--- config.mk ---
export PLATFORM = sky130hd
export DESIGN_NAME = lru_key_value_cache_core_flat
export DESIGN_NICKNAME = d
export VERILOG_FILES = /design/src/lkv_pkg.sv /design/src/lkv_channels.sv /design/src/lkv_store.sv /design/src/lkv_ctrl.sv /design/src/lru_key_value_cache_core.sv /design/src/flat_wrapper.sv
export SDC_FILE = /design/constraint.sdc
export NUM_CORES = 1
export LEC_CHECK = 0
export BUFFER_PORTS_ARGS = -buffer_cell sky130_fd_sc_hd__buf_2
export CORE_ASPECT_RATIO = 1.5
export CORE_UTILIZATION = 60
export CTS_CLUSTER_DIAMETER = 200
export DETAILED_ROUTE_END_ITERATION = 16
export GPL_ROUTABILITY_DRIVEN = 0
export PLACE_DENSITY = 0.77
export REMOVE_ABC_BUFFERS = 1
export SETUP_SLACK_MARGIN = 0.4
export SYNTH_ARGS = -nofsm -noshare
export SYNTH_HDL_FRONTEND = slang
export SYNTH_SLANG_ARGS = --single-unit
--- constraint.sdc ---
create_clock -name clock -period 5 [get_ports clock]
set_input_delay 1.25 -clock clock [delete_from_list [all_inputs] [get_ports clock]]
set_output_delay 1.25 -clock clock [all_outputs]
set_load 0.05 [all_outputs]
--- src/lkv_pkg.sv ---
// Shared constants and types for the LRU key-value cache.
package lkv_pkg;

   localparam int ENTRIES_DEF    = 16;
   localparam int KEY_BITS_DEF   = 16;
   localparam int VALUE_BITS_DEF = 20;

   localparam int CAP_BITS = 5;
   localparam logic [CAP_BITS-1:0] CAP_RESET = 5'd16;

   localparam logic ACT_GET = 1'b0;
   localparam logic ACT_PUT = 1'b1;

   // write and read strobes from the sequencer to the entry store
   typedef struct packed {
      logic rd_en;
      logic key_we;
      logic value_we;
      logic rank_we;
   } store_ctl_type;

endpackage

--- src/lkv_channels.sv ---
// Handshake channel interfaces: request, response and capacity register write.
interface lkv_req_if #(
   parameter int KEY_BITS   = lkv_pkg::KEY_BITS_DEF,
   parameter int VALUE_BITS = lkv_pkg::VALUE_BITS_DEF
);
   logic                  valid;
   logic                  ready;
   logic                  action;
   logic [KEY_BITS-1:0]   key;
   logic [VALUE_BITS-1:0] value;

   modport source (output valid, action, key, value, input ready);
   modport sink   (input valid, action, key, value, output ready);
endinterface

interface lkv_rsp_if #(
   parameter int VALUE_BITS = lkv_pkg::VALUE_BITS_DEF
);
   logic                  valid;
   logic                  ready;
   logic                  hit;
   logic [VALUE_BITS-1:0] read_value;

   modport source (output valid, hit, read_value, input ready);
   modport sink   (input valid, hit, read_value, output ready);
endinterface

interface lkv_csr_if;
   logic                          valid;
   logic                          ready;
   logic [lkv_pkg::CAP_BITS-1:0]  data;

   modport source (output valid, data, input ready);
   modport sink   (input valid, data, output ready);
endinterface

--- src/lkv_store.sv ---
// Entry store: key, value and recency rank memories with registered read data.
module lkv_store #(
   parameter int ENTRIES    = lkv_pkg::ENTRIES_DEF,
   parameter int KEY_BITS   = lkv_pkg::KEY_BITS_DEF,
   parameter int VALUE_BITS = lkv_pkg::VALUE_BITS_DEF,
   parameter int AW         = (ENTRIES > 1) ? $clog2(ENTRIES) : 1
) (
   input  logic                   clock,
   input  lkv_pkg::store_ctl_type ctl,
   input  logic [AW-1:0]          rd_addr,
   output logic [KEY_BITS-1:0]    rd_key,
   output logic [VALUE_BITS-1:0]  rd_value,
   output logic [AW-1:0]          rd_rank,
   input  logic [AW-1:0]          wr_addr,
   input  logic [KEY_BITS-1:0]    wr_key,
   input  logic [VALUE_BITS-1:0]  wr_value,
   input  logic [AW-1:0]          rank_wr_addr,
   input  logic [AW-1:0]          rank_wr_data
);

   logic [KEY_BITS-1:0]   key_mem   [ENTRIES];
   logic [VALUE_BITS-1:0] value_mem [ENTRIES];
   logic [AW-1:0]         rank_mem  [ENTRIES];

   always_ff @(posedge clock) begin
      if (ctl.key_we) begin
         key_mem[wr_addr] <= wr_key;
      end
      if (ctl.value_we) begin
         value_mem[wr_addr] <= wr_value;
      end
      if (ctl.rank_we) begin
         rank_mem[rank_wr_addr] <= rank_wr_data;
      end
   end

   always_ff @(posedge clock) begin
      if (ctl.rd_en) begin
         rd_key   <= key_mem[rd_addr];
         rd_value <= value_mem[rd_addr];
         rd_rank  <= rank_mem[rd_addr];
      end
   end

endmodule

--- src/lkv_ctrl.sv ---
// Sequencer: search occupied slots, then recency update unless a get misses.
module lkv_ctrl #(
   parameter int ENTRIES    = lkv_pkg::ENTRIES_DEF,
   parameter int KEY_BITS   = lkv_pkg::KEY_BITS_DEF,
   parameter int VALUE_BITS = lkv_pkg::VALUE_BITS_DEF,
   parameter int AW         = (ENTRIES > 1) ? $clog2(ENTRIES) : 1
) (
   input  logic                         clock,
   input  logic                         reset,
   input  logic [lkv_pkg::CAP_BITS-1:0] capacity,
   input  logic                         req_valid,
   output logic                         req_ready,
   input  logic                         req_action,
   input  logic [KEY_BITS-1:0]          req_key,
   input  logic [VALUE_BITS-1:0]        req_value,
   output logic                         res_valid,
   input  logic                         res_ready,
   output logic                         res_hit,
   output logic [VALUE_BITS-1:0]        res_value,
   output lkv_pkg::store_ctl_type       ctl,
   output logic [AW-1:0]                rd_addr,
   input  logic [KEY_BITS-1:0]          rd_key,
   input  logic [VALUE_BITS-1:0]        rd_value,
   input  logic [AW-1:0]                rd_rank,
   output logic [AW-1:0]                wr_addr,
   output logic [KEY_BITS-1:0]          wr_key,
   output logic [VALUE_BITS-1:0]        wr_value,
   output logic [AW-1:0]                rank_wr_addr,
   output logic [AW-1:0]                rank_wr_data
);

   localparam int CW = $clog2(ENTRIES + 1);

   localparam logic [1:0] ST_IDLE   = 2'd0;
   localparam logic [1:0] ST_SEARCH = 2'd1;
   localparam logic [1:0] ST_UPDATE = 2'd2;
   localparam logic [1:0] ST_FINISH = 2'd3;

   logic [1:0]            state_ff,     state_in;
   logic                  action_ff,    action_in;
   logic [KEY_BITS-1:0]   key_ff,       key_in;
   logic [VALUE_BITS-1:0] value_ff,     value_in;
   logic [CW-1:0]         rd_idx_ff,    rd_idx_in;
   logic                  rd_pend_ff,   rd_pend_in;
   logic [AW-1:0]         pend_idx_ff,  pend_idx_in;
   logic                  found_ff,     found_in;
   logic [AW-1:0]         slot_ff,      slot_in;
   logic [CW-1:0]         old_rank_ff,  old_rank_in;
   logic [AW-1:0]         lru_slot_ff,  lru_slot_in;
   logic [VALUE_BITS-1:0] hit_value_ff, hit_value_in;
   logic                  ins_ff,       ins_in;
   logic [CW-1:0]         occ_ff,       occ_in;

   logic        more;
   logic        pass_done;
   logic [31:0] cap_w;
   logic [31:0] eff_w;
   logic        evict;

   assign more      = rd_idx_ff < occ_ff;
   assign pass_done = !more && !rd_pend_ff;

   // capacity zero acts as one, above the store size as the store size
   assign cap_w = 32'(capacity);
   assign eff_w = (cap_w == 32'd0) ? 32'd1 :
                  ((cap_w > 32'(ENTRIES)) ? 32'(ENTRIES) : cap_w);
   assign evict = 32'(occ_ff) >= eff_w;

   assign res_hit   = found_ff;
   assign res_value = found_ff ? hit_value_ff : '0;
   assign wr_key    = key_ff;
   assign wr_value  = value_ff;
   assign rd_addr   = rd_idx_ff[AW-1:0];

   always_comb begin
      state_in     = state_ff;
      action_in    = action_ff;
      key_in       = key_ff;
      value_in     = value_ff;
      rd_idx_in    = rd_idx_ff;
      rd_pend_in   = rd_pend_ff;
      pend_idx_in  = pend_idx_ff;
      found_in     = found_ff;
      slot_in      = slot_ff;
      old_rank_in  = old_rank_ff;
      lru_slot_in  = lru_slot_ff;
      hit_value_in = hit_value_ff;
      ins_in       = ins_ff;
      occ_in       = occ_ff;
      ctl          = '0;
      wr_addr      = slot_ff;
      rank_wr_addr = pend_idx_ff;
      rank_wr_data = '0;
      req_ready    = 1'b0;
      res_valid    = 1'b0;

      if (state_ff == ST_SEARCH || state_ff == ST_UPDATE) begin
         ctl.rd_en   = more;
         rd_idx_in   = more ? rd_idx_ff + CW'(1) : rd_idx_ff;
         rd_pend_in  = more;
         pend_idx_in = rd_idx_ff[AW-1:0];
      end

      case (state_ff)
         ST_IDLE: begin
            req_ready = 1'b1;
            if (req_valid) begin
               action_in  = req_action;
               key_in     = req_key;
               value_in   = req_value;
               rd_idx_in  = '0;
               rd_pend_in = 1'b0;
               found_in   = 1'b0;
               ins_in     = 1'b0;
               state_in   = ST_SEARCH;
            end
         end
         ST_SEARCH: begin
            if (rd_pend_ff) begin
               if (!found_ff && rd_key == key_ff) begin
                  found_in     = 1'b1;
                  slot_in      = pend_idx_ff;
                  old_rank_in  = CW'(rd_rank);
                  hit_value_in = rd_value;
               end
               if (CW'(rd_rank) == occ_ff - CW'(1)) begin
                  lru_slot_in = pend_idx_ff;
               end
            end
            if (pass_done) begin
               rd_idx_in  = '0;
               rd_pend_in = 1'b0;
               if (action_ff == lkv_pkg::ACT_GET) begin
                  state_in = found_ff ? ST_UPDATE : ST_FINISH;
               end else if (found_ff) begin
                  ctl.value_we = 1'b1;
                  state_in     = ST_UPDATE;
               end else if (evict) begin
                  // reuse the least recent slot
                  ctl.key_we   = 1'b1;
                  ctl.value_we = 1'b1;
                  wr_addr      = lru_slot_ff;
                  slot_in      = lru_slot_ff;
                  old_rank_in  = occ_ff - CW'(1);
                  state_in     = ST_UPDATE;
               end else begin
                  // fill the next free slot; every occupied entry ages by one
                  ctl.key_we   = 1'b1;
                  ctl.value_we = 1'b1;
                  ctl.rank_we  = 1'b1;
                  wr_addr      = occ_ff[AW-1:0];
                  rank_wr_addr = occ_ff[AW-1:0];
                  slot_in      = occ_ff[AW-1:0];
                  old_rank_in  = occ_ff;
                  ins_in       = 1'b1;
                  state_in     = ST_UPDATE;
               end
            end
         end
         ST_UPDATE: begin
            if (rd_pend_ff) begin
               ctl.rank_we = 1'b1;
               if (pend_idx_ff == slot_ff) begin
                  rank_wr_data = '0;
               end else if (CW'(rd_rank) < old_rank_ff) begin
                  rank_wr_data = rd_rank + AW'(1);
               end else begin
                  rank_wr_data = rd_rank;
               end
            end
            if (pass_done) begin
               if (ins_ff) begin
                  occ_in = occ_ff + CW'(1);
               end
               ins_in   = 1'b0;
               state_in = ST_FINISH;
            end
         end
         ST_FINISH: begin
            if (action_ff == lkv_pkg::ACT_GET) begin
               res_valid = 1'b1;
               if (res_ready) begin
                  state_in = ST_IDLE;
               end
            end else begin
               state_in = ST_IDLE;
            end
         end
         default: begin
            state_in = ST_IDLE;
         end
      endcase
   end

   always_ff @(posedge clock) begin
      if (reset) begin
         state_ff   <= ST_IDLE;
         occ_ff     <= '0;
         rd_pend_ff <= 1'b0;
         ins_ff     <= 1'b0;
         found_ff   <= 1'b0;
      end else begin
         state_ff   <= state_in;
         occ_ff     <= occ_in;
         rd_pend_ff <= rd_pend_in;
         ins_ff     <= ins_in;
         found_ff   <= found_in;
      end
   end

   always_ff @(posedge clock) begin
      action_ff    <= action_in;
      key_ff       <= key_in;
      value_ff     <= value_in;
      rd_idx_ff    <= rd_idx_in;
      pend_idx_ff  <= pend_idx_in;
      slot_ff      <= slot_in;
      old_rank_ff  <= old_rank_in;
      lru_slot_ff  <= lru_slot_in;
      hit_value_ff <= hit_value_in;
   end

endmodule

--- src/lru_key_value_cache_core.sv ---
// Top level of the LRU key-value cache: channels, capacity register, response register.
//
// Fully associative key-value cache with least-recently-used replacement.
// req_chan carries one beat per operation: action (get or put), key, value.
// rsp_chan returns one beat per get: hit and the stored value (zero on a miss);
// a put returns nothing. csr_chan writes the capacity register; it is always
// ready. The user must write it only while the block is idle; the block itself
// does not enforce it. Each operation makes a search pass over the occupied
// slots and, unless it is a missing get, a recency update pass; both run through
// the single read port of the entry store, one slot per cycle. req_chan is
// ready only while no operation is in progress, so the block takes no new
// request beat before it is through with the last one.
// The response sits in an output register: the next request is taken while it
// waits, and a later get holds at its end until the register is free.
// Reset (synchronous) empties the cache and sets capacity to 16; no clearing
// pass is needed, so the block is ready in the cycle after reset.
module lru_key_value_cache_core #(
   parameter int ENTRIES    = lkv_pkg::ENTRIES_DEF,
   parameter int KEY_BITS   = lkv_pkg::KEY_BITS_DEF,
   parameter int VALUE_BITS = lkv_pkg::VALUE_BITS_DEF
) (
   input  logic      clock,
   input  logic      reset,
   lkv_req_if.sink   req_chan,
   lkv_rsp_if.source rsp_chan,
   lkv_csr_if.sink   csr_chan
);

   localparam int AW = (ENTRIES > 1) ? $clog2(ENTRIES) : 1;

   logic [lkv_pkg::CAP_BITS-1:0] cap_ff, cap_in;
   logic                         rsp_valid_ff, rsp_valid_in;
   logic                         rsp_hit_ff, rsp_hit_in;
   logic [VALUE_BITS-1:0]        rsp_value_ff, rsp_value_in;

   logic                   res_valid;
   logic                   res_ready;
   logic                   res_hit;
   logic [VALUE_BITS-1:0]  res_value;
   lkv_pkg::store_ctl_type ctl;
   logic [AW-1:0]          rd_addr;
   logic [KEY_BITS-1:0]    rd_key;
   logic [VALUE_BITS-1:0]  rd_value;
   logic [AW-1:0]          rd_rank;
   logic [AW-1:0]          wr_addr;
   logic [KEY_BITS-1:0]    wr_key;
   logic [VALUE_BITS-1:0]  wr_value;
   logic [AW-1:0]          rank_wr_addr;
   logic [AW-1:0]          rank_wr_data;

   assign csr_chan.ready = 1'b1;
   assign cap_in = (csr_chan.valid && csr_chan.ready) ? csr_chan.data : cap_ff;

   // output register frees when empty or when its beat is taken
   assign res_ready    = !rsp_valid_ff || rsp_chan.ready;
   assign rsp_valid_in = (res_valid && res_ready) ||
                         (rsp_valid_ff && !rsp_chan.ready);
   assign rsp_hit_in   = (res_valid && res_ready) ? res_hit : rsp_hit_ff;
   assign rsp_value_in = (res_valid && res_ready) ? res_value : rsp_value_ff;

   assign rsp_chan.valid      = rsp_valid_ff;
   assign rsp_chan.hit        = rsp_hit_ff;
   assign rsp_chan.read_value = rsp_value_ff;

   always_ff @(posedge clock) begin
      if (reset) begin
         cap_ff       <= lkv_pkg::CAP_RESET;
         rsp_valid_ff <= 1'b0;
      end else begin
         cap_ff       <= cap_in;
         rsp_valid_ff <= rsp_valid_in;
      end
   end

   always_ff @(posedge clock) begin
      rsp_hit_ff   <= rsp_hit_in;
      rsp_value_ff <= rsp_value_in;
   end

   lkv_ctrl #(
      .ENTRIES    (ENTRIES),
      .KEY_BITS   (KEY_BITS),
      .VALUE_BITS (VALUE_BITS),
      .AW         (AW)
   ) u_ctrl (
      .clock        (clock),
      .reset        (reset),
      .capacity     (cap_ff),
      .req_valid    (req_chan.valid),
      .req_ready    (req_chan.ready),
      .req_action   (req_chan.action),
      .req_key      (req_chan.key),
      .req_value    (req_chan.value),
      .res_valid    (res_valid),
      .res_ready    (res_ready),
      .res_hit      (res_hit),
      .res_value    (res_value),
      .ctl          (ctl),
      .rd_addr      (rd_addr),
      .rd_key       (rd_key),
      .rd_value     (rd_value),
      .rd_rank      (rd_rank),
      .wr_addr      (wr_addr),
      .wr_key       (wr_key),
      .wr_value     (wr_value),
      .rank_wr_addr (rank_wr_addr),
      .rank_wr_data (rank_wr_data)
   );

   lkv_store #(
      .ENTRIES    (ENTRIES),
      .KEY_BITS   (KEY_BITS),
      .VALUE_BITS (VALUE_BITS),
      .AW         (AW)
   ) u_store (
      .clock        (clock),
      .ctl          (ctl),
      .rd_addr      (rd_addr),
      .rd_key       (rd_key),
      .rd_value     (rd_value),
      .rd_rank      (rd_rank),
      .wr_addr      (wr_addr),
      .wr_key       (wr_key),
      .wr_value     (wr_value),
      .rank_wr_addr (rank_wr_addr),
      .rank_wr_data (rank_wr_data)
   );

endmodule
--- src/flat_wrapper.sv ---
// flat-port wrapper written by rule: the top's interface ports become plain ports
module lru_key_value_cache_core_flat 
#(
   parameter int ENTRIES    = lkv_pkg::ENTRIES_DEF,
   parameter int KEY_BITS   = lkv_pkg::KEY_BITS_DEF,
   parameter int VALUE_BITS = lkv_pkg::VALUE_BITS_DEF
)
  (clock, reset, req_chan_valid, req_chan_action, req_chan_key, req_chan_value, req_chan_ready, rsp_chan_valid, rsp_chan_hit, rsp_chan_read_value, rsp_chan_ready, csr_chan_valid, csr_chan_data, csr_chan_ready);
  lkv_req_if #(.KEY_BITS(KEY_BITS), .VALUE_BITS(VALUE_BITS)) req_chan_i ();
  lkv_rsp_if #(.VALUE_BITS(VALUE_BITS)) rsp_chan_i ();
  lkv_csr_if csr_chan_i ();
  input  logic clock;
  input  logic reset;
  input wire logic [$bits(req_chan_i.valid)-1:0] req_chan_valid;
  input wire logic [$bits(req_chan_i.action)-1:0] req_chan_action;
  input wire logic [$bits(req_chan_i.key)-1:0] req_chan_key;
  input wire logic [$bits(req_chan_i.value)-1:0] req_chan_value;
  output wire logic [$bits(req_chan_i.ready)-1:0] req_chan_ready;
  output wire logic [$bits(rsp_chan_i.valid)-1:0] rsp_chan_valid;
  output wire logic [$bits(rsp_chan_i.hit)-1:0] rsp_chan_hit;
  output wire logic [$bits(rsp_chan_i.read_value)-1:0] rsp_chan_read_value;
  input wire logic [$bits(rsp_chan_i.ready)-1:0] rsp_chan_ready;
  input wire logic [$bits(csr_chan_i.valid)-1:0] csr_chan_valid;
  input wire logic [$bits(csr_chan_i.data)-1:0] csr_chan_data;
  output wire logic [$bits(csr_chan_i.ready)-1:0] csr_chan_ready;
  assign req_chan_i.valid = req_chan_valid;
  assign req_chan_i.action = req_chan_action;
  assign req_chan_i.key = req_chan_key;
  assign req_chan_i.value = req_chan_value;
  assign req_chan_ready = req_chan_i.ready;
  assign rsp_chan_valid = rsp_chan_i.valid;
  assign rsp_chan_hit = rsp_chan_i.hit;
  assign rsp_chan_read_value = rsp_chan_i.read_value;
  assign rsp_chan_i.ready = rsp_chan_ready;
  assign csr_chan_i.valid = csr_chan_valid;
  assign csr_chan_i.data = csr_chan_data;
  assign csr_chan_ready = csr_chan_i.ready;
  lru_key_value_cache_core #(.ENTRIES(ENTRIES), .KEY_BITS(KEY_BITS), .VALUE_BITS(VALUE_BITS)) u_core (.clock(clock), .reset(reset), .req_chan(req_chan_i), .rsp_chan(rsp_chan_i), .csr_chan(csr_chan_i));
endmodule
==> reports/metrics.cfg <==
[worst_hold_path]
worstHoldPathType = reg -> reg

[pwr]
switching_share = 0.242
net-switching-power_mw = 3.54
intPower_mw = 11.1
powerDensity_nw_per_um2 = 427
p_clk_frac = 0.356
ir_worst_vdd_uv = 392
combPwrFrac = 0.079
finalPower_mw = 14.7
leakage_nw = 10.6
seq_power_share = 0.564

[routing]
first_pass_iters = 6
wl_um = 67900
drc = 0
drt-wirelength-per-cell_um = 29.8
vias = 14770
drt-initial-drc-count = 1364
ant_nets = 0
avgViaCountPerCell = 6.49

[worst_setup_path]
end_kind = flop
crit_fanout = 21
worstSetupStartpointType = flop
path_class = reg -> reg
required_ps = 5240
crit_arrival_ps = 4060

[timing]
finalClockSkew_ps = 24.9
finalCriticalPeriod_ps = 3820
clock.fmax_ghz = 0.262
setup_viol = 0
post-route-period-util = 0.764
final_hold_viol_count = 0
drv_slew = 0
max-slew-margin-rel = 0.243
rsz0062_at_grt = no
worst_pin_slew_ps = 1130

[floorplan]
die_height_um = 280
start_util = 0.609
die_area_um2 = 52500
row_count = 101
die_w_um = 187
core_um2 = 50800
ioPinCount = 71

[finish]
finalNetCount = 1614
fillerInstances = 3109
multi_input_area_um2 = 6920
area_growth_pct = 11.0
final_layout_size_suffix_gt1_frac = 0.280
fin_area_um2 = 34300
regArea_um2 = 23700
layout.cells.non_filler = 2275
antenna_cells = 0

[synth]
synth-seq-cells = 796
synthTopCellsByCount = edfxtp_1 (775), mux4_2 (200), nor2_1 (82)
syn-mean-instance-area_um2 = 21.6
synth.most_common_cell = edfxtp_1
netlist_top_cells_area = edfxtp_1 (75%), mux4_2 (15%), dfxtp_1 (1.4%)
synth_top_flop_cell = edfxtp_1
synth_edf_count = 775
synth_area_um2 = 30900
syn-instance-count = 1434
post-synth-top-area-fraction = 0.752
ys_async_sr_fraction = 0
seq_area_frac_synth = 0.766
synth-warning-count = 0
synth_top_area_cell = edfxtp_1
ys_types = 56

[place]
placed_area_um2 = 32100
placed_cells = 2141
dpl.hpwl_um = 39600
numPortBuffers = 69

[global_routing]
antenna_found_initial = 1
overflow = 0
grt_pass1_vias = 15506
grt_max_degree = 101
grt_usage = 0.267
grt_pass1_wl_um = 99800

[clocking]
cts.sinks = 796
ctsHoldBuffers = 0
cts_setup_buffers = 0
cts_resized = 0
clk_pin_slew_ps = 60
cts_root_buf = clkbuf_16
htreeDepth = 3
insertion_delay_ps = 630
clockBufferDepth = 3
cts_buffers = 73
cts_tree = yes

[run]
cap_violations = 0

[run_status]
status = complete, no violations

worst max-delay path, stage by stage, from the launching register on:
cell	delay [ps]
dfxtp_1	540
inv_1	210
ha_1	350
nand2_1	50
o21ai_1	250
a21o_1	680
o211ai_1	470
nor2_2	870
flip-flops by register name, indices dropped and copies added (netlist names), 2 cells and up:
name / flops
u_core.u_ctrl.lru_slot_ff: 4
u_core.u_store.value_mem: 320
u_core.u_store.rd_value: 20
u_core.u_ctrl.wr_key: 16
u_core.u_ctrl.wr_value: 20
u_core.u_ctrl.occ_ff: 5
u_core.u_ctrl.slot_ff: 4
u_core.rsp_chan.read_value: 20
u_core.u_store.rd_key: 16
u_core.u_ctrl.old_rank_ff: 5
u_core.u_store.key_mem: 256
u_core.u_ctrl.pend_idx_ff: 4
u_core.u_store.rd_rank: 4
u_core.cap_ff: 5
u_core.u_ctrl.rd_idx_ff: 5
u_core.u_ctrl.hit_value_ff: 20
u_core.u_ctrl.state_ff: 2
u_core.u_store.rank_mem: 64
kinds of logic (layout without fill, tap and decap cells):
kind of cell	count (synthesis)	after routing	synth area share
other cells	1	1	0.000121
xor+xnor	37	37	0.0105
fa+ha+maj	20	20	0.00809
buf+inv	85	257	0.0138
flops	796	796	0.766
compound gates	77	77	0.0170
mux	229	229	0.155
simple gates	189	189	0.0295
placed cells by master (no fill, tap or decap), types with 8 or more instances in the layout:
| cell type | instances |
|---|---|
| nor3_1 | 9 |
| ha_1 | 20 |
| dfxtp_1 | 17 |
| clkinv_1 | 19 |
| nor2_2 | 33 |
| mux2i_1 | 26 |
| nand2b_1 | 8 |
| nand2_1 | 29 |
| a21oi_1 | 20 |
| buf_4 | 33 |
| xor2_1 | 17 |
| clkbuf_1 | 22 |
| xnor2_1 | 20 |
| clkbuf_16 | 73 |
| inv_1 | 18 |
| mux4_2 | 200 |
| buf_2 | 69 |
| nor2_1 | 50 |
| and2_1 | 20 |
| clkinv_2 | 8 |
| edfxtp_1 | 775 |
layout make-up:
class,count,area share
clock inverters,38,0.00787
multi-input cells,553,0.201
clock buffers,96,0.0560
well taps,669,0.0244
flip-flops and latches,796,0.690
inverters,20,0.00219
repair buffers,103,0.0179
routing by layer:
layer  track usage  vias to the layer above  wire length, µm
li1              -                     6133                -
met1         0.315                     7746            23400
met2         0.482                      745            37300
met3        0.0385                      146             4380
met4         0.126                        0             2800
met5             0                        -                0
path summary, 6_finish.rpt:
check | startpoint | endpoint | slack, ps | depth (start not counted)
worst min register to register | u_core.u_store.rd_value[18] | u_core.u_ctrl.hit_value_ff[18] | 420 | 0
worst min-delay path | u_core.u_store.rd_value[18] | u_core.u_ctrl.hit_value_ff[18] | 420 | 0
worst max-delay path | u_core.u_ctrl.occ_ff[2] | u_core.u_store.key_mem[11][15] | 1180 | 7
worst max register to register | u_core.u_ctrl.occ_ff[2] | u_core.u_store.key_mem[11][15] | 1180 | 7
power groups by stage:
stage | clock [mW] | sequential (mW) | combinational, mW
after floorplan | 0 | 8.29 | 0.722
after global placement | 0 | 8.37 | 1.13
after detailed placement | 0 | 8.40 | 1.16
after CTS | 5.29 | 8.27 | 1.17
after global routing | 5.52 | 8.30 | 1.24
final | 5.23 | 8.28 | 1.16
stage by stage:
stage | utilization | hold slack (ps) | worst slack, ps | TNS [ps]
after floorplan | - | 400 | -4050 | -2733230
after global routing | 0.676 | 433 | 965 | 0
after detailed placement | 0.633 | 406 | 1260 | 0
after CTS | 0.676 | 419 | 1230 | 0
after global placement | 0.633 | 404 | 1390 | 0
final | 0.676 | 421 | 1180 | 0
No activity file was read; power rests on OpenSTA's default activity.
